`src/hdl/rksp_pkg.sv`:
```
`timescale 1ns / 1ps
`default_nettype none
// ----------------------------------------------------------------------------
// rksp_pkg: shared types and constants for the raster kernel spread block.
// Sizes of the kernel window and raster, field widths, opcodes, register
// indexes, the sequencer states and the structs passed between modules.
// ----------------------------------------------------------------------------
package rksp_pkg;

	// Sizing of the kernel window and of the raster.
	localparam int MAX_RADIUS = 2;
	localparam int MAX_WIDTH  = 256;
	localparam int MAX_HEIGHT = 256;

	localparam int KSIDE     = 2 * MAX_RADIUS + 1;
	localparam int KSIZE     = KSIDE * KSIDE;
	localparam int KS_W      = $clog2(KSIDE + 1);
	localparam int KIDX_W    = $clog2(KSIZE + 1);
	localparam int ACC_DEPTH = MAX_WIDTH * MAX_HEIGHT;
	localparam int ADDR_W    = $clog2(ACC_DEPTH);

	// Item field widths.
	localparam int OPCODE_W = 2;
	localparam int CIDX_W   = 5;
	localparam int COEF_W   = 16;
	localparam int ROW_W    = 8;
	localparam int COL_W    = 8;
	localparam int PIX_W    = 16;
	localparam int ACC_W    = 36;
	localparam int PROD_W   = COEF_W + PIX_W;
	localparam int SUM_W    = ACC_W + 1;

	// Configuration register widths.
	localparam int RAD_W      = 2;
	localparam int WID_W      = 9;
	localparam int HGT_W      = 9;
	localparam int CFG_IDX_W  = 2;
	localparam int CFG_DATA_W = 9;

	// Signed window coordinate, wide enough for position plus offset.
	localparam int CRD_W = ((ROW_W > COL_W) ? ROW_W : COL_W) + 2;

	// Stream payload widths, padded to whole bytes.
	localparam int IN_FIELDS_W = CIDX_W + COEF_W + ROW_W + COL_W + PIX_W;
	localparam int IN_TDATA_W  = ((IN_FIELDS_W + 7) / 8) * 8;
	localparam int IN_TUSER_W  = OPCODE_W + 1;
	localparam int OUT_TDATA_W = ((ACC_W + 7) / 8) * 8;

	// Saturation limits of the accumulator.
	localparam logic signed [ACC_W-1:0] ACC_MAX = {1'b0, {(ACC_W-1){1'b1}}};
	localparam logic signed [ACC_W-1:0] ACC_MIN = {1'b1, {(ACC_W-1){1'b0}}};

	// Operation codes.
	localparam logic [OPCODE_W-1:0] OP_LOAD    = 2'd0;
	localparam logic [OPCODE_W-1:0] OP_SCATTER = 2'd1;
	localparam logic [OPCODE_W-1:0] OP_READ    = 2'd2;

	// Configuration register indexes.
	localparam logic [CFG_IDX_W-1:0] CFG_RADIUS = 2'd0;
	localparam logic [CFG_IDX_W-1:0] CFG_WIDTH  = 2'd1;
	localparam logic [CFG_IDX_W-1:0] CFG_HEIGHT = 2'd2;

	// Sequencer states.
	typedef enum logic [1:0] {
		ST_CLEAR,
		ST_IDLE,
		ST_SCAN,
		ST_READ
	} seq_state_t;

	// One input item, unpacked from the stream.
	typedef struct packed {
		logic [OPCODE_W-1:0]     opcode;
		logic [CIDX_W-1:0]       coef_index;
		logic signed [COEF_W-1:0] coef_value;
		logic [ROW_W-1:0]        cell_row;
		logic [COL_W-1:0]        cell_col;
		logic signed [PIX_W-1:0] pixel_value;
		logic                    pixel_has_data;
	} item_t;

	// One accumulator access issued by the sequencer.
	typedef struct packed {
		logic                     vld;
		logic                     rd;
		logic                     hit;
		logic [ADDR_W-1:0]        addr;
		logic signed [COEF_W-1:0] coef;
		logic signed [PIX_W-1:0]  pix;
	} issue_t;

	// Accumulator read request.
	typedef struct packed {
		logic              en;
		logic [ADDR_W-1:0] addr;
	} ram_rd_t;

	// Accumulator write request.
	typedef struct packed {
		logic                    we;
		logic [ADDR_W-1:0]       addr;
		logic signed [ACC_W-1:0] data;
	} ram_wr_t;

endpackage
`default_nettype wire

```
`src/hdl/rksp_mac.sv`:
```
`timescale 1ns / 1ps
`default_nettype none
// ----------------------------------------------------------------------------
// rksp_mac: multiply-accumulate write-back for the accumulator store.
// Multiplies coefficient by pixel value, adds the product to the cell read
// from memory with saturation and writes it back; a read item returns the
// cell through the output register and writes zero.
// ----------------------------------------------------------------------------
module rksp_mac import rksp_pkg::*; (
	input  wire logic                    clk,
	input  wire logic                    arst_n,
	input  wire issue_t                  issue_s1,
	input  wire logic [ACC_W-1:0]        rd_data,
	output ram_wr_t                      wb,
	output logic                         out_valid,
	input  wire logic                    out_ready,
	output logic signed [ACC_W-1:0]      out_data
);

	logic                     vld_s2;
	logic                     rd_s2;
	logic                     hit_s2;
	logic [ADDR_W-1:0]        addr_s2;
	logic signed [PROD_W-1:0] prod_s2;
	logic signed [ACC_W-1:0]  acc_s2;

	logic                     out_vld_q;
	logic signed [ACC_W-1:0]  out_q;

	logic signed [SUM_W-1:0]  sum;
	logic signed [ACC_W-1:0]  sat;

	// Product stage: the read data arrives together with the issue.
	always_ff @(posedge clk or negedge arst_n) begin
		if (!arst_n) begin
			vld_s2 <= 1'b0;
		end else begin
			vld_s2 <= issue_s1.vld;
		end
	end

	always_ff @(posedge clk) begin
		rd_s2   <= issue_s1.rd;
		hit_s2  <= issue_s1.hit;
		addr_s2 <= issue_s1.addr;
		prod_s2 <= issue_s1.coef * issue_s1.pix;
		acc_s2  <= $signed(rd_data);
	end

	// Saturating add of the product to the cell.
	always_comb begin
		sum = SUM_W'(acc_s2) + SUM_W'(prod_s2);
		if (sum[SUM_W-1] != sum[SUM_W-2]) begin
			sat = sum[SUM_W-1] ? ACC_MIN : ACC_MAX;
		end else begin
			sat = sum[ACC_W-1:0];
		end
	end

	// Write back; a read clears the cell.
	always_comb begin
		wb.we   = vld_s2 && hit_s2;
		wb.addr = addr_s2;
		wb.data = rd_s2 ? '0 : sat;
	end

	// Output register for read results.
	always_ff @(posedge clk or negedge arst_n) begin
		if (!arst_n) begin
			out_vld_q <= 1'b0;
		end else begin
			out_vld_q <= (out_vld_q && !out_ready) || (vld_s2 && rd_s2);
		end
	end

	always_ff @(posedge clk) begin
		if (vld_s2 && rd_s2) begin
			out_q <= hit_s2 ? acc_s2 : '0;
		end
	end

	assign out_valid = out_vld_q;
	assign out_data  = out_q;

endmodule
`default_nettype wire

```
`config.mk`:
```
export PLATFORM = sky130hd
export DESIGN_NAME = rksp_mac
export DESIGN_NICKNAME = d
export VERILOG_FILES = /design/src/hdl/rksp_pkg.sv /design/src/hdl/rksp_mac.sv
export SDC_FILE = /design/constraint.sdc
export NUM_CORES = 1
export LEC_CHECK = 0
export BUFFER_PORTS_ARGS = -buffer_cell sky130_fd_sc_hd__buf_4
export CAP_MARGIN = 20
export CORE_AREA = 2 2 181 183
export DETAILED_ROUTE_END_ITERATION = 10
export DIE_AREA = 0 0 183 185
export GPL_ROUTABILITY_DRIVEN = 0
export PLACE_DENSITY = 0.67
export RECOVER_POWER = 25
export SYNTH_ARGS = -nofsm -noshare
export SYNTH_HDL_FRONTEND = slang
export SYNTH_SLANG_ARGS = --single-unit
```
`constraint.sdc`:
```
create_clock -name clk -period 2.88 [get_ports clk]
set_input_delay 0.144 -clock clk [delete_from_list [all_inputs] [get_ports clk]]
set_output_delay 0.144 -clock clk [all_outputs]
set_load 0.01 [all_outputs]
```
Word level (Yosys, flattened, before mapping)
Cells that the tools add are included.
{"block": "op_classes", "addsub": 1, "multipliers": 1, "n_eq_ne": 1, "n_mux": 3, "n_reduce_logical": 5}
{"cell": "$mux W36", "n": 3}
{"cell": "$add A36 B32 Y37", "n": 1}
{"cell": "$mul A16 B16 Y32", "n": 1}
{"cell": "$logic_and A1 B1 Y1", "n": 3}
{"cell": "$logic_not A1 Y1", "n": 1}
{"cell": "$logic_or A1 B1 Y1", "n": 1}
{"cell": "$ne A1 B1 Y1", "n": 1}
{"block": "totals", "reg_bits": 124, "input_bits": 90, "word_cells": 19}

Logic depth before layout (Yosys ltp)
{"block": "logic_depth", "word_depth": 4, "depth_mapped": 23, "mapped_depth_nobuf": 22}

Worst setup path after synthesis
No wires, ideal clock.
{"block": "synth_timing", "path_kind": "input to register", "from": "input port issue_s1[2] (netlist bit)", "to": "register prod_s2[30]", "setup_ns": 0.072, "arrival_time_ns": 5.591, "slack_ns": -2.784, "cell_stages": 22, "cell_sequence": "clkbuf_1 -> and2_1 -> fa_1 -> inv_1 -> fa_1 -> fa_1 -> inv_1 -> fa_1 -> fa_1 -> inv_1 -> fa_1 -> inv_1 -> ha_1 -> a21o_1 -> a21o_1 -> a21o_1 -> a311o_1 -> a21oi_1 -> o211a_1 -> o21bai_1 -> a21oi_1 -> xnor2_1"}
{"block": "synth_between", "elab_chain_len": 1}
{"item": "from (decl)", "line": "rksp_mac.sv:12", "source": "input wire issue_t issue_s1,"}
{"item": "$mul A16 B16 Y32", "line": "rksp_mac.sv:46", "source": "prod_s2 <= issue_s1.coef * issue_s1.pix;"}
{"item": "to (signal assigned)", "line": "rksp_mac.sv:46"}
{"item": "to (decl)", "line": "rksp_mac.sv:24", "source": "logic signed [PROD_W-1:0] prod_s2;"}
Every way passes these cells.
A chain may end at the register's enable or synchronous reset.

Final worst setup path
{"block": "layout_timing", "from": "input port issue_s1[21] (netlist bit)", "to": "register prod_s2[31]"}
The elaborated chain is that of the path after synthesis.

==> results.md <==
* Status: finished with violations
* Failing checks: setup timing
* CTS clock-pin slew for the worst setup and hold paths at 0.06 ns
* WL/cell at 17.2 um
* Leading post-synthesis cells by instance count: inv_1 (295), fa_1 (263), and2_1 (167)
* Final period util at 177%
* Data arrival, critical path at 5.41 ns
* Yosys warnings at 0
* Post-synth top area share at 34.6%
* Synth Area in XOR/XNOR at 3.63%
* Placement Rows at 66
* RSZ-0062 raised after global routing: yes
* Required @ worst endpoint at 3.19 ns
* Routed WL at 42,500 um
* Worst-margin pin slew at 0.618 ns
* Final hold viol count at 0
* Number of enable flip-flop cells after synthesis at 36
* Final min period at 5.11 ns
* Drc violations at 0
* Worst Hold Class: input pin to register
* N_diodes at 0
* Die footprint at 33,900 sq um
* Largest net degree at the start of global routing at 38
* Final global-route overflow total at 0
* CTS buffer count at 17
* Vias in the first global route at 13,700
* MaxCap Viol Count at 0
* CTS tree: done
* Ranking of synthesized cells by area: fa_1 (35%), dfxtp_1 (11%), ha_1 (9.7%)
* CP Cell Sequence: buf_12, buf_6, and2_4, fa_1, fa_1, fa_1, fa_1, fa_1, inv_1, fa_1, inv_2, ha_4, and4_4, nand2_2, or2_4, o2111a_1, nor2_2, a211oi_2, o31ai_1, a21oi_1, xnor2_1
* Yosys reg bits at 124
* Non-Filler Instances at 2,469
* Via-to-Cell Ratio at 5.10
* CP endpoint kind: register
* Total Routing Usage GR at 25.3%
* Largest family of logic cells by synthesized area: adder cells
* Initial antenna violation count at 0
* CTS max path bufs at 2
* First-pass GRT wire length at 68,100 um
* Antenna-violating nets left at 0
* Async SR Flop Fraction at 1.61%
* Final Max Slew Viols at 0
* Most used cell, CP: fa_1
* Vias at 12,600
* Initial DRC count at 645
* Clk root buf: clkbuf_16
* Adder-cell area share of the yosys netlist at 44.4%
* IO Port Bufs at 179
* Sequential element share of the synthesized area at 18.8%
* Synth cell types at 62
* Clock sink count at 124
* Boundary pin count at 180
* Critical path class: input pin to register
* Final Worst Setup Slack at -2.23 ns
* CP peak stage delay at 0.53 ns
* Complex-gate fraction of the synthesized area at 10.3%
* Max_slew headroom at 58.8%
* Post-synth top flop: dfxtp_1
* Syn Area/Cell at 9.82 sq um
* Layout cells sized above 1 at 37.7%
* Initial DRT Pass Iterations at 7
* Clk Latency, worst-skew pair at 0.43 ns
* Final #Nets at 2,519
* Post-synthesis cell area at 15,200 sq um
* Crit-path max FO at 6
* Synth Area in Simple Gates at 14.3%
* Most numerous cell in the Yosys netlist: inv_1
* Initial core utilization at 47.4%
* Synth Instances at 1,548
* Setup violators final at 62
* Core ar. at 32,000 sq um
* Critical path launch point type: input pin
* Clock skew at 0.0109 ns
* Post-synthesis mux area share at 0.0741%
* Post-Syn Nets at 2,019
* R2R Setup Slk at 1.30 ns
* Yosys top cell by area: fa_1
* Slowest cell on the critical path: fa_1
* Die X at 183 um
* Peak Freq at 196 MHz
* Die height at 185 um
* Cell total after placement at 2,334
* CTS HTree Levels at 4
* Synth-to-layout area growth at 44.7%
* HPWL Detailed at 32,800 um
[sequential cells by signal, indices dropped and copies added (netlist names)]
name,cells
acc_s2,36
addr_s2,16
hit_s2,1
out_data,36
out_valid,1
prod_s2,32
rd_s2,1
vld_s2,1
[kinds of logic after synthesis]
logic type / after synthesis
AO/OA/AOI/OAI: 222
XOR/XNOR: 63
adder cells (fa/ha/maj): 381
buffers and inverters: 336
flip-flops: 124
multiplexers: 1
AND/OR/NAND/NOR: 421
[stage by stage]
step                utilization, %  TNS, ns  hold slack, ns  cell area, sq um  setup WS, ns
floorplan                        -   -43.08          -0.152             15700         -2.46
global placement              59.4   -59.92         -0.0620             19000         -2.66
detailed placement            59.4   -61.71         -0.0639             19000         -2.74
CTS                           66.8   -57.32          0.0144             21400         -2.18
global route                  68.6   -68.35          0.0428             22000         -2.38
finish                        68.6   -58.71          0.0381             22000         -2.23
[cell type report]
| class | count | area, sq um |
|---|---|---|
| Multi-Input combinational cell | 1088 | 12300 |
| Fill cell | 2370 | 10100 |
| Timing Repair Buffer | 522 | 4670 |
| Sequential cell | 124 | 2870 |
| Inverter | 295 | 1110 |
| Tap cell | 408 | 510 |
| Clock buffer | 18 | 429 |
| Clock inverter | 14 | 124 |
[routing by layer]
layer	global-route usage [%]	part of all wire (%)	up-vias	wire [um]
li1	-	-	5852	-
met1	30.9	41	6282	17600
met2	47.1	52	378	21900
met3	3.11	4.5	73	1900
met4	7.07	2.5	0	1080
met5	0	0	-	0
[what timing repair did]
| item | in CTS | in global routing |
|---|---|---|
| endpoints found under the hold margin | 57 | 0 |
| endpoints found under the setup margin | 63 | 63 |
| hold buffers | 56 | 0 |
| buffers inserted | 41 | 22 |
| cloned | 2 | 1 |
| gates resized for setup | 232 | 122 |
| pin swaps | 145 | 107 |
[critical path: cells and delay by family]
family / cells / cell delay [ns]
AOI/OAI and AO/OA: 4 / 0.78
xor gates and xnor gates: 1 / 0.13
adders and majority gates: 7 / 3.23
buffers and inverters: 4 / 0.32
and+or+nand+nor: 5 / 0.83
[cell usage in the layout (no fill, tap or decap), types with 14 or more instances in the layout]
cell           Yosys  layout
o21ai_4            0      14
a21o_1            29      29
and2_1           167     136
clkbuf_16          0      18
a21oi_1           52      28
o21ai_0           33      20
o21ai_2           29      23
nand2_1          145     130
ha_1             118      81
inv_2              0      34
buf_6              4      84
dfxtp_1           86      76
ha_4               0      34
fa_1             263     237
and2_4             0      30
buf_4              2     312
xnor2_1           41      35
fa_2               0      26
nor2_1            45      33
a21oi_2            0      22
buf_12             0      15
edfxtp_1          36      36
clkbuf_4           0      44
xor2_1            22      21
dlygate4sd3_1      0      56
inv_1            295     259
[final timing paths]
kind,startpoint,end,cells past startpoint
max in group asynchronous,arst_n,out_valid$_DFF_PN0_,2
max,issue_s1[21],prod_s2[31]$_DFF_P_,21
min,out_ready,out_valid$_DFF_PN0_,3
min reg2reg,out_valid$_DFF_PN0_,out_valid$_DFF_PN0_,1
min in group asynchronous,arst_n,vld_s2$_DFF_PN0_,2
max reg2reg,rd_s2$_DFF_P_,out_data[25]$_SDFFCE_PN0P_,2
Power is not shown: default switching activity piles up to over one toggle a cycle in this logic, so the estimate is an artifact.
