`config.mk`:
```
export PLATFORM = sky130hd
export DESIGN_NAME = rksp_seq
export DESIGN_NICKNAME = d
export VERILOG_FILES = /design/src/hdl/rksp_pkg.sv /design/src/hdl/rksp_seq.sv
export SDC_FILE = /design/constraint.sdc
export NUM_CORES = 1
export LEC_CHECK = 0
export BUFFER_PORTS_ARGS = -buffer_cell sky130_fd_sc_hd__buf_2
export CAP_MARGIN = 20
export CORE_MARGIN = 3
export CORE_UTILIZATION = 45
export DETAILED_ROUTE_END_ITERATION = 8
export SLEW_MARGIN = 5
export SYNTH_ARGS = -nofsm -noshare
export SYNTH_HDL_FRONTEND = slang
export SYNTH_SLANG_ARGS = --single-unit
```
`constraint.sdc`:
```
create_clock -name clk -period 4.6 [get_ports clk]
set_input_delay 0 -clock clk [delete_from_list [all_inputs] [get_ports clk]]
set_output_delay 0 -clock clk [all_outputs]
set_load 0.05 [all_outputs]
```
`src/hdl/rksp_pkg.sv`:
```
`timescale 1ns / 1ps
`default_nettype none
// ----------------------------------------------------------------------------
// rksp_pkg: shared types and constants for the raster kernel spread block.
// Sizes of the kernel window and raster, field widths, opcodes, register
// indexes, the sequencer states and the structs passed between modules.
// ----------------------------------------------------------------------------
package rksp_pkg;

	// Sizing of the kernel window and of the raster.
	localparam int MAX_RADIUS = 2;
	localparam int MAX_WIDTH  = 256;
	localparam int MAX_HEIGHT = 256;

	localparam int KSIDE     = 2 * MAX_RADIUS + 1;
	localparam int KSIZE     = KSIDE * KSIDE;
	localparam int KS_W      = $clog2(KSIDE + 1);
	localparam int KIDX_W    = $clog2(KSIZE + 1);
	localparam int ACC_DEPTH = MAX_WIDTH * MAX_HEIGHT;
	localparam int ADDR_W    = $clog2(ACC_DEPTH);

	// Item field widths.
	localparam int OPCODE_W = 2;
	localparam int CIDX_W   = 5;
	localparam int COEF_W   = 16;
	localparam int ROW_W    = 8;
	localparam int COL_W    = 8;
	localparam int PIX_W    = 16;
	localparam int ACC_W    = 36;
	localparam int PROD_W   = COEF_W + PIX_W;
	localparam int SUM_W    = ACC_W + 1;

	// Configuration register widths.
	localparam int RAD_W      = 2;
	localparam int WID_W      = 9;
	localparam int HGT_W      = 9;
	localparam int CFG_IDX_W  = 2;
	localparam int CFG_DATA_W = 9;

	// Signed window coordinate, wide enough for position plus offset.
	localparam int CRD_W = ((ROW_W > COL_W) ? ROW_W : COL_W) + 2;

	// Stream payload widths, padded to whole bytes.
	localparam int IN_FIELDS_W = CIDX_W + COEF_W + ROW_W + COL_W + PIX_W;
	localparam int IN_TDATA_W  = ((IN_FIELDS_W + 7) / 8) * 8;
	localparam int IN_TUSER_W  = OPCODE_W + 1;
	localparam int OUT_TDATA_W = ((ACC_W + 7) / 8) * 8;

	// Saturation limits of the accumulator.
	localparam logic signed [ACC_W-1:0] ACC_MAX = {1'b0, {(ACC_W-1){1'b1}}};
	localparam logic signed [ACC_W-1:0] ACC_MIN = {1'b1, {(ACC_W-1){1'b0}}};

	// Operation codes.
	localparam logic [OPCODE_W-1:0] OP_LOAD    = 2'd0;
	localparam logic [OPCODE_W-1:0] OP_SCATTER = 2'd1;
	localparam logic [OPCODE_W-1:0] OP_READ    = 2'd2;

	// Configuration register indexes.
	localparam logic [CFG_IDX_W-1:0] CFG_RADIUS = 2'd0;
	localparam logic [CFG_IDX_W-1:0] CFG_WIDTH  = 2'd1;
	localparam logic [CFG_IDX_W-1:0] CFG_HEIGHT = 2'd2;

	// Sequencer states.
	typedef enum logic [1:0] {
		ST_CLEAR,
		ST_IDLE,
		ST_SCAN,
		ST_READ
	} seq_state_t;

	// One input item, unpacked from the stream.
	typedef struct packed {
		logic [OPCODE_W-1:0]     opcode;
		logic [CIDX_W-1:0]       coef_index;
		logic signed [COEF_W-1:0] coef_value;
		logic [ROW_W-1:0]        cell_row;
		logic [COL_W-1:0]        cell_col;
		logic signed [PIX_W-1:0] pixel_value;
		logic                    pixel_has_data;
	} item_t;

	// One accumulator access issued by the sequencer.
	typedef struct packed {
		logic                     vld;
		logic                     rd;
		logic                     hit;
		logic [ADDR_W-1:0]        addr;
		logic signed [COEF_W-1:0] coef;
		logic signed [PIX_W-1:0]  pix;
	} issue_t;

	// Accumulator read request.
	typedef struct packed {
		logic              en;
		logic [ADDR_W-1:0] addr;
	} ram_rd_t;

	// Accumulator write request.
	typedef struct packed {
		logic                    we;
		logic [ADDR_W-1:0]       addr;
		logic signed [ACC_W-1:0] data;
	} ram_wr_t;

endpackage
`default_nettype wire

```
`src/hdl/rksp_seq.sv`:
```
`timescale 1ns / 1ps
`default_nettype none
// ----------------------------------------------------------------------------
// rksp_seq: item sequencer for the raster kernel spread block.
// Holds the configuration and coefficient table, runs the clearing pass
// after reset, accepts items and walks the kernel window of a scatter,
// issuing one accumulator access per in-frame cell.
// ----------------------------------------------------------------------------
module rksp_seq import rksp_pkg::*; (
	input  wire logic                  clk,
	input  wire logic                  arst_n,
	// Configuration writes.
	input  wire logic                  cfg_valid,
	input  wire logic [CFG_IDX_W-1:0]  cfg_index,
	input  wire logic [CFG_DATA_W-1:0] cfg_data,
	// Input items.
	input  wire logic                  in_valid,
	output logic                       in_ready,
	input  wire item_t                 item,
	// Output register still holds a result.
	input  wire logic                  out_busy,
	// Accumulator accesses.
	output ram_rd_t                    rd_req,
	output ram_wr_t                    clr_wr,
	output issue_t                     issue_s1
);

	seq_state_t state_q, state_d;

	logic [RAD_W-1:0]  radius_q;
	logic [WID_W-1:0]  width_q;
	logic [HGT_W-1:0]  height_q;

	logic [ADDR_W-1:0] clr_q, clr_d;
	logic [KS_W-1:0]   dy_q, dy_d;
	logic [KS_W-1:0]   dx_q, dx_d;
	logic [KIDX_W-1:0] k_q, k_d;

	logic [ROW_W-1:0]        row_q;
	logic [COL_W-1:0]        col_q;
	logic signed [PIX_W-1:0] pix_q;

	logic signed [COEF_W-1:0] coef_q [KSIZE];

	issue_t issue_d;
	logic   in_fire;

	logic [RAD_W-1:0]        d_w;
	logic [KS_W-1:0]         lim_w;
	logic [WID_W-1:0]        w_w;
	logic [HGT_W-1:0]        h_w;
	logic signed [CRD_W-1:0] r_s;
	logic signed [CRD_W-1:0] c_s;
	logic                    win_hit;
	logic [ADDR_W-1:0]       win_addr;
	logic                    cell_hit;
	logic [ADDR_W-1:0]       cell_addr;

	// Effective radius and frame size, saturated to the supported maximum.
	always_comb begin
		d_w   = (int'(radius_q) > MAX_RADIUS) ? RAD_W'(MAX_RADIUS) : radius_q;
		lim_w = KS_W'(d_w) << 1;
		w_w   = (int'(width_q) > MAX_WIDTH) ? WID_W'(MAX_WIDTH) : width_q;
		h_w   = (int'(height_q) > MAX_HEIGHT) ? HGT_W'(MAX_HEIGHT) : height_q;
	end

	// Position of the current window cell and its frame check.
	always_comb begin
		r_s = $signed(CRD_W'(row_q)) + $signed(CRD_W'(dy_q)) - $signed(CRD_W'(d_w));
		c_s = $signed(CRD_W'(col_q)) + $signed(CRD_W'(dx_q)) - $signed(CRD_W'(d_w));
		win_hit = !r_s[CRD_W-1] && (r_s < $signed(CRD_W'(h_w)))
			&& !c_s[CRD_W-1] && (c_s < $signed(CRD_W'(w_w)));
		win_addr = ADDR_W'(r_s[ROW_W-1:0]) * ADDR_W'(MAX_WIDTH) + ADDR_W'(c_s[COL_W-1:0]);
	end

	// Frame check and address of the cell named by a read item.
	always_comb begin
		cell_hit  = (HGT_W'(row_q) < h_w) && (WID_W'(col_q) < w_w);
		cell_addr = ADDR_W'(row_q) * ADDR_W'(MAX_WIDTH) + ADDR_W'(col_q);
	end

	// Next state, item handshake and access issue.
	always_comb begin
		state_d  = state_q;
		clr_d    = clr_q;
		dy_d     = dy_q;
		dx_d     = dx_q;
		k_d      = k_q;
		issue_d  = '0;
		rd_req   = '0;
		clr_wr   = '0;
		in_ready = 1'b0;
		in_fire  = 1'b0;
		case (state_q)
			ST_CLEAR: begin
				clr_wr.we   = 1'b1;
				clr_wr.addr = clr_q;
				clr_wr.data = '0;
				clr_d       = clr_q + 1'b1;
				if (clr_q == ADDR_W'(ACC_DEPTH - 1)) begin
					state_d = ST_IDLE;
				end
			end
			ST_IDLE: begin
				// The previous access must have left the read stage.
				in_ready = !issue_s1.vld;
				in_fire  = in_valid && in_ready;
				if (in_fire) begin
					case (item.opcode)
						OP_SCATTER: begin
							if (item.pixel_has_data) begin
								state_d = ST_SCAN;
								dy_d    = '0;
								dx_d    = '0;
								k_d     = '0;
							end
						end
						OP_READ: begin
							state_d = ST_READ;
						end
						default: begin
						end
					endcase
				end
			end
			ST_SCAN: begin
				issue_d.vld  = win_hit;
				issue_d.rd   = 1'b0;
				issue_d.hit  = win_hit;
				issue_d.addr = win_addr;
				issue_d.coef = coef_q[k_q];
				issue_d.pix  = pix_q;
				rd_req.en    = win_hit;
				rd_req.addr  = win_addr;
				// Row-major walk over the window; skipped cells still count.
				k_d = k_q + 1'b1;
				if (dx_q == lim_w) begin
					dx_d = '0;
					if (dy_q == lim_w) begin
						state_d = ST_IDLE;
					end else begin
						dy_d = dy_q + 1'b1;
					end
				end else begin
					dx_d = dx_q + 1'b1;
				end
			end
			ST_READ: begin
				// Wait until the output register can take the result.
				if (!out_busy) begin
					issue_d.vld  = 1'b1;
					issue_d.rd   = 1'b1;
					issue_d.hit  = cell_hit;
					issue_d.addr = cell_addr;
					issue_d.coef = '0;
					issue_d.pix  = pix_q;
					rd_req.en    = cell_hit;
					rd_req.addr  = cell_addr;
					state_d      = ST_IDLE;
				end
			end
			default: begin
				state_d = ST_IDLE;
			end
		endcase
	end

	// Control registers and configuration.
	always_ff @(posedge clk or negedge arst_n) begin
		if (!arst_n) begin
			state_q  <= ST_CLEAR;
			clr_q    <= '0;
			dy_q     <= '0;
			dx_q     <= '0;
			k_q      <= '0;
			issue_s1 <= '0;
			radius_q <= RAD_W'(1);
			width_q  <= WID_W'(256);
			height_q <= HGT_W'(256);
		end else begin
			state_q  <= state_d;
			clr_q    <= clr_d;
			dy_q     <= dy_d;
			dx_q     <= dx_d;
			k_q      <= k_d;
			issue_s1 <= issue_d;
			if (cfg_valid) begin
				case (cfg_index)
					CFG_RADIUS: radius_q <= cfg_data[RAD_W-1:0];
					CFG_WIDTH:  width_q  <= cfg_data[WID_W-1:0];
					CFG_HEIGHT: height_q <= cfg_data[HGT_W-1:0];
					default: begin
					end
				endcase
			end
		end
	end

	// Item payload and coefficient table.
	always_ff @(posedge clk) begin
		if (in_fire) begin
			row_q <= item.cell_row;
			col_q <= item.cell_col;
			pix_q <= item.pixel_value;
			if (item.opcode == OP_LOAD && int'(item.coef_index) < KSIZE) begin
				coef_q[KIDX_W'(item.coef_index)] <= item.coef_value;
			end
		end
	end

endmodule
`default_nettype wire

```
# Word-level counts from Yosys, hierarchy flattened
# Memories as Yosys holds them, arrays and structs flattened.
# Cells that the tools add are included.
# W data, S select, Z words.
# op_classes
addsub,10
n_eq_ne,20
muxes,33
n_reduce_logical,19
n_lt_le_gt_ge,8
# ops
op,n
$pmux W51 S2,1
$mux W53,1
$mux W51,1
$pmux W17 S2,1
$add A16 B8 Y16,2
$lt A10 B10 Y1,2
$sub A9 B2 Y10,2
$add A8 B3 Y9,2
$gt A9 B9 Y1 const B,2
$lt A8 B9 Y1,2
$mux W3,6
$mux W9,2
$mux W17,1
$add A16 B1 Y16 const B,1
$eq A16 B16 Y1 const B,1
$ne A2 B2 Y1 const B,8
$mux W5,3
$mux W2,7
$pmux W3 S2,2
$pmux W5 S2,1
$eq A2 B2 Y1 const B,4
$pmux W2 S4,1
$reduce_and A7 Y1,1
$add A3 B1 Y3 const B,2
16 further kinds,34
# totals
mem_count,1
ram_bits,400
ff_bits,132
out_inout_bits,122
elab_cells,108
inputBits,72
# memory_table
memory,words,word_bits,rd,rd_ports_with_merged_regs,wr,line_no,rtl
coef_q,25,16,1,0,1,rksp_seq.sv:43,logic signed [COEF_W-1:0] coef_q [KSIZE];

# Longest topological paths before layout
# logic_depth
word_depth,8
mapped_depth,19
depth_no_buf,18

# Worst setup path before layout
# Ideal clock, no wire load.
# synth_path
path_kind,register to output
from,register radius_q[1]
to,output port rd_req[16] in the netlist's numbering
n_path_buf,1
path_slack_ns,0.958
t_arrival_ns,3.642
t_required_ns,4.600
path_stages_with_launch,16
path_cell_list,dfrtp_1 -> fa_1 -> inv_1 -> fa_1 -> a21o_1 -> a21oi_1 -> o21ai_0 -> o41ai_1 -> xnor2_1 -> ha_1 -> a22oi_1 -> and3_1 -> o211ai_1 -> a211o_1 -> o31ai_1 -> buf_4
# synth_lines
item,line_no,rtl
start: declaration,rksp_seq.sv:30,logic [RAD_W-1:0] radius_q;
start signal: assignment,rksp_seq.sv:189,CFG_RADIUS: radius_q <= cfg_data[RAD_W-1:0];
end: declaration,rksp_seq.sv:23,"output ram_rd_t rd_req,"

==> flow_metrics.env <==
export IMPL_crit_chain="nand2b_4, or2_2, nand2_1, ha_2, inv_1, fa_2, nor2b_1, o21ai_1, a21oi_2, a211oi_1, nor3_1, xnor2_1, ha_2, a22oi_1, and3_1, o211ai_1, a211o_1, o31ai_2, buf_6"
export IMPL_switching_share_pct=31.0
export IMPL_final_cell_mix="432 x edfxtp_1, 155 x buf_2, 112 x mux4_2"
export IMPL_ctsRootBufferMaster="clkbuf_16"
export IMPL_wl_per_cell_microns=22.0
export IMPL_first_pass_iters=5
export IMPL_cts_tree="yes"
export IMPL_areaGrowthSynthToFinish_pct=19.4
export IMPL_ys_ff_latch=532
export IMPL_syn_area_sq_mm=0.0221
export IMPL_tightest_slew_ps=848
export IMPL_hold_viol=0
export IMPL_whs_ps=58.4
export IMPL_synth_ff_type="edfxtp_1"
export IMPL_gp_congestion=0.766
export IMPL_fin_crit_ps=4350
export IMPL_cts_buffers=55
export IMPL_synthCells=1268
export IMPL_ir_drop_uv=374
export IMPL_clkPwrFrac_pct=32.4
export IMPL_port_buffers=157
export IMPL_antenna_cells=0
export IMPL_synth_cell_type_count=68
export IMPL_grt_use_total_pct=19.0
export IMPL_critPathArrivalTime_ps=4350
export IMPL_antenna_found_initial=0
export IMPL_cp_startpoint="radius_q[1]"
export IMPL_hold_path_class="input pin to flip-flop"
export IMPL_synth_edf_count=432
export IMPL_power_leakage_uw=0.00974
export IMPL_dieArea_sq_mm=0.0519
export IMPL_syn_avg_cell_area_sq_um=17.5
export IMPL_dr_first_iter_drc_count=1037
export IMPL_start_util_pct=46.0
export IMPL_post_route_util_pct=54.9
export IMPL_route_detailed_drc=0
export IMPL_final_common_cell="edfxtp_1"
export IMPL_yosysWarnings=0
export IMPL_min_path_cells=4
export IMPL_reg2reg_to="issue_s1[48]"
export IMPL_grt_max_degree=63
export IMPL_power_frac_seq_pct=39.9
export IMPL_synth_top_area_share_pct=58.6
export IMPL_grt_pass1_wl_microns=75100
export IMPL_routed_wl_microns=49200
export IMPL_core_area_sq_mm=0.0481
export IMPL_cp_slowest_cell="dfrtp_2"
export IMPL_crit_family="simple AND/OR/NAND/NOR gates"
export IMPL_fp_row_count=80
export IMPL_switchingPower_uw=4520
export IMPL_crit_path_end_kind="output pin"
export IMPL_cts_max_level=2
export IMPL_cpPeakStageDelay_ps=470
export IMPL_drive_gt1_share_pct=29.8
export IMPL_viasPerCell=5.32
export IMPL_clock_fmax_ghz=0.230
export IMPL_post_route_period_util_pct=94.6
export IMPL_p_int_uw=10000
export IMPL_hold_path_startpoint="item[50]"
export IMPL_overflow=0
export IMPL_hold_end="coef_q[5][1]"
export IMPL_clock_sinks=532
export IMPL_pre_cts_ws_ps=607
export IMPL_grt_pass1_vias=12244
export IMPL_num_vias=11906
export IMPL_maxCapViolCount=0
export IMPL_layout_nets=1668
export IMPL_worst_setup_path_type="flip-flop to output pin"
export IMPL_p_per_area_mw_per_mm2=551
export IMPL_path_clk_slew_ps=60
export IMPL_cp_required_ps=4600
export IMPL_p_comb_share_pct=27.7
export IMPL_synth_area_leaders="edfxtp_1 59%, mux4_2 11%, dfrtp_1 11%"
export IMPL_start_kind="flip-flop"
export IMPL_fin_cells=2239
export IMPL_die_w_microns=228
export IMPL_clkLatencyLatePin_ps=630
export IMPL_dp_hpwl_microns=29800
export IMPL_synth_top_cell_by_area="edfxtp_1"
export IMPL_critical_path_max_fanout=8
export IMPL_die_h_microns=228
export IMPL_rrSetupSlack_ps=950
export IMPL_maxSlewViolCount=0
export IMPL_dp_cells=2058
export IMPL_crit_buf_inv=2
export IMPL_worst_slack_ps=246
export IMPL_maxSlewHeadroom_pct=43.5
export IMPL_setup_viol=0
export IMPL_status="finished, final reports clean"
export IMPL_skew_ps=44.4
export IMPL_pin_count=194
export IMPL_yosysSeqAreaShare_pct=69.9
export IMPL_r2r_start="radius_q[1]"
export IMPL_synth_async_reset_ratio_pct=18.8
export IMPL_max_clock_path_buffers=3
export IMPL_drtAntennaViolNets=0
export IMPL_cpMostUsedCell="ha_2"
export IMPL_r2r_cells=18
-- cell usage after synthesis (2+ instances only) --
cell type	number
edfxtp_1	432
mux4_2	112
dfrtp_1	97
nand2_1	77
nor2_1	67
buf_4	61
ha_1	55
inv_1	34
and2_1	32
a21oi_1	27
o21ai_0	27
xnor2_1	24
mux2_2	21
clkbuf_1	19
mux2i_1	17
o21ai_1	17
nand4_1	10
xor2_1	10
a22o_1	8
a211oi_1	7
a21o_1	7
buf_1	7
buf_2	7
nor2b_1	7
nor3_1	7
nand2b_1	6
nand3_1	6
nand3b_1	5
fa_1	4
or2_2	4
and3_1	3
clkinv_1	3
dfstp_2	3
or3_1	3
a2bb2oi_1	2
a311oi_1	2
nor3_2	2
nor3b_1	2
nor4b_1	2
o211ai_1	2
o31ai_1	2
or3b_2	2
-- routing by layer --
| metal | up-vias | share of wire (%) | wire, microns | GRT usage [%] |
|---|---|---|---|---|
| li1 | 5345 | - | - | - |
| met1 | 6143 | 44 | 21500 | 26.5 |
| met2 | 345 | 48 | 23800 | 31.2 |
| met3 | 73 | 5.5 | 2710 | 2.93 |
| met4 | 0 | 2.5 | 1210 | 5.64 |
| met5 | - | 0 | 0 | 0 |
-- tightest hold or removal path, stage by stage --
cell and delay [ps]:
buf_2 130, nor2_2 50, nand3_2 170, nor2_2 140
-- flip-flops by register name, indices dropped and copies added (netlist names) --
| register | count |
|---|---|
| clr_q | 16 |
| dy_q | 3 |
| coef_q | 400 |
| dx_q | 3 |
| width_q | 9 |
| row_q | 8 |
| height_q | 9 |
| radius_q | 2 |
| pix_q | 16 |
| col_q | 8 |
| state_q | 2 |
| k_q | 5 |
| issue_s1 | 51 |
-- power by group through the flow --
stage | sequential (uW) | clock, uW | combinational, uW
after CTS | 5820 | 4830 | 4030
after global routing | 5860 | 5030 | 4430
after detailed placement | 5920 | 0 | 3960
after floorplan | 6000 | 0 | 2910
final | 5820 | 4720 | 4040
after global placement | 5910 | 0 | 3920
-- kinds of logic after synthesis --
kind of cell               share of synthesized area (%)
muxes                                               13.2
buffers and inverters                               3.29
DFF                                                 69.9
other                                             0.0169
adders and majority gates                           3.47
xor gates and xnor gates                            1.34
and+or+nand+nor                                     5.59
AOI/OAI and AO/OA                                   3.17
-- how the worst max path moves through the flow --
| stage | endpoint | cells past startpoint | slack (ps) |
|---|---|---|---|
| global route | rd_req[16] | 16 | -10 |
| floorplan | rd_req[16] | 15 | 960 |
| CTS | rd_req[16] | 19 | 10 |
| global placement | rd_req[16] | 19 | 630 |
| detailed placement | rd_req[16] | 19 | 610 |
| finish | rd_req[16] | 19 | 250 |
-- layout make-up --
type                       count  area (sq um)
fill                        3792         21700
sequential                   532         15500
multi-input combinational    640          6160
timing repair buffer         271          1870
clock buffer                  65          1430
tap                          656           821
clock inverter                38           532
inverter                      37           139
-- through the flow --
stage	power (uW)	TNS, ps	area, sq um
after detailed placement	9880	0	23600
after global routing	15300	-12.0	26500
final	14600	0	26500
after global placement	9830	0	23600
after CTS	14700	0	26400
after floorplan	8910	0	22300
-- repair_timing --
action,4_1_cts,5_1_grt
gates resized for setup,2,17
hold endpoints to repair,520,0
setup endpoints to repair,1,1
pin swaps,0,7
hold buffers,72,0
setup buffers,0,5
No activity file was read; power rests on OpenSTA's default activity.
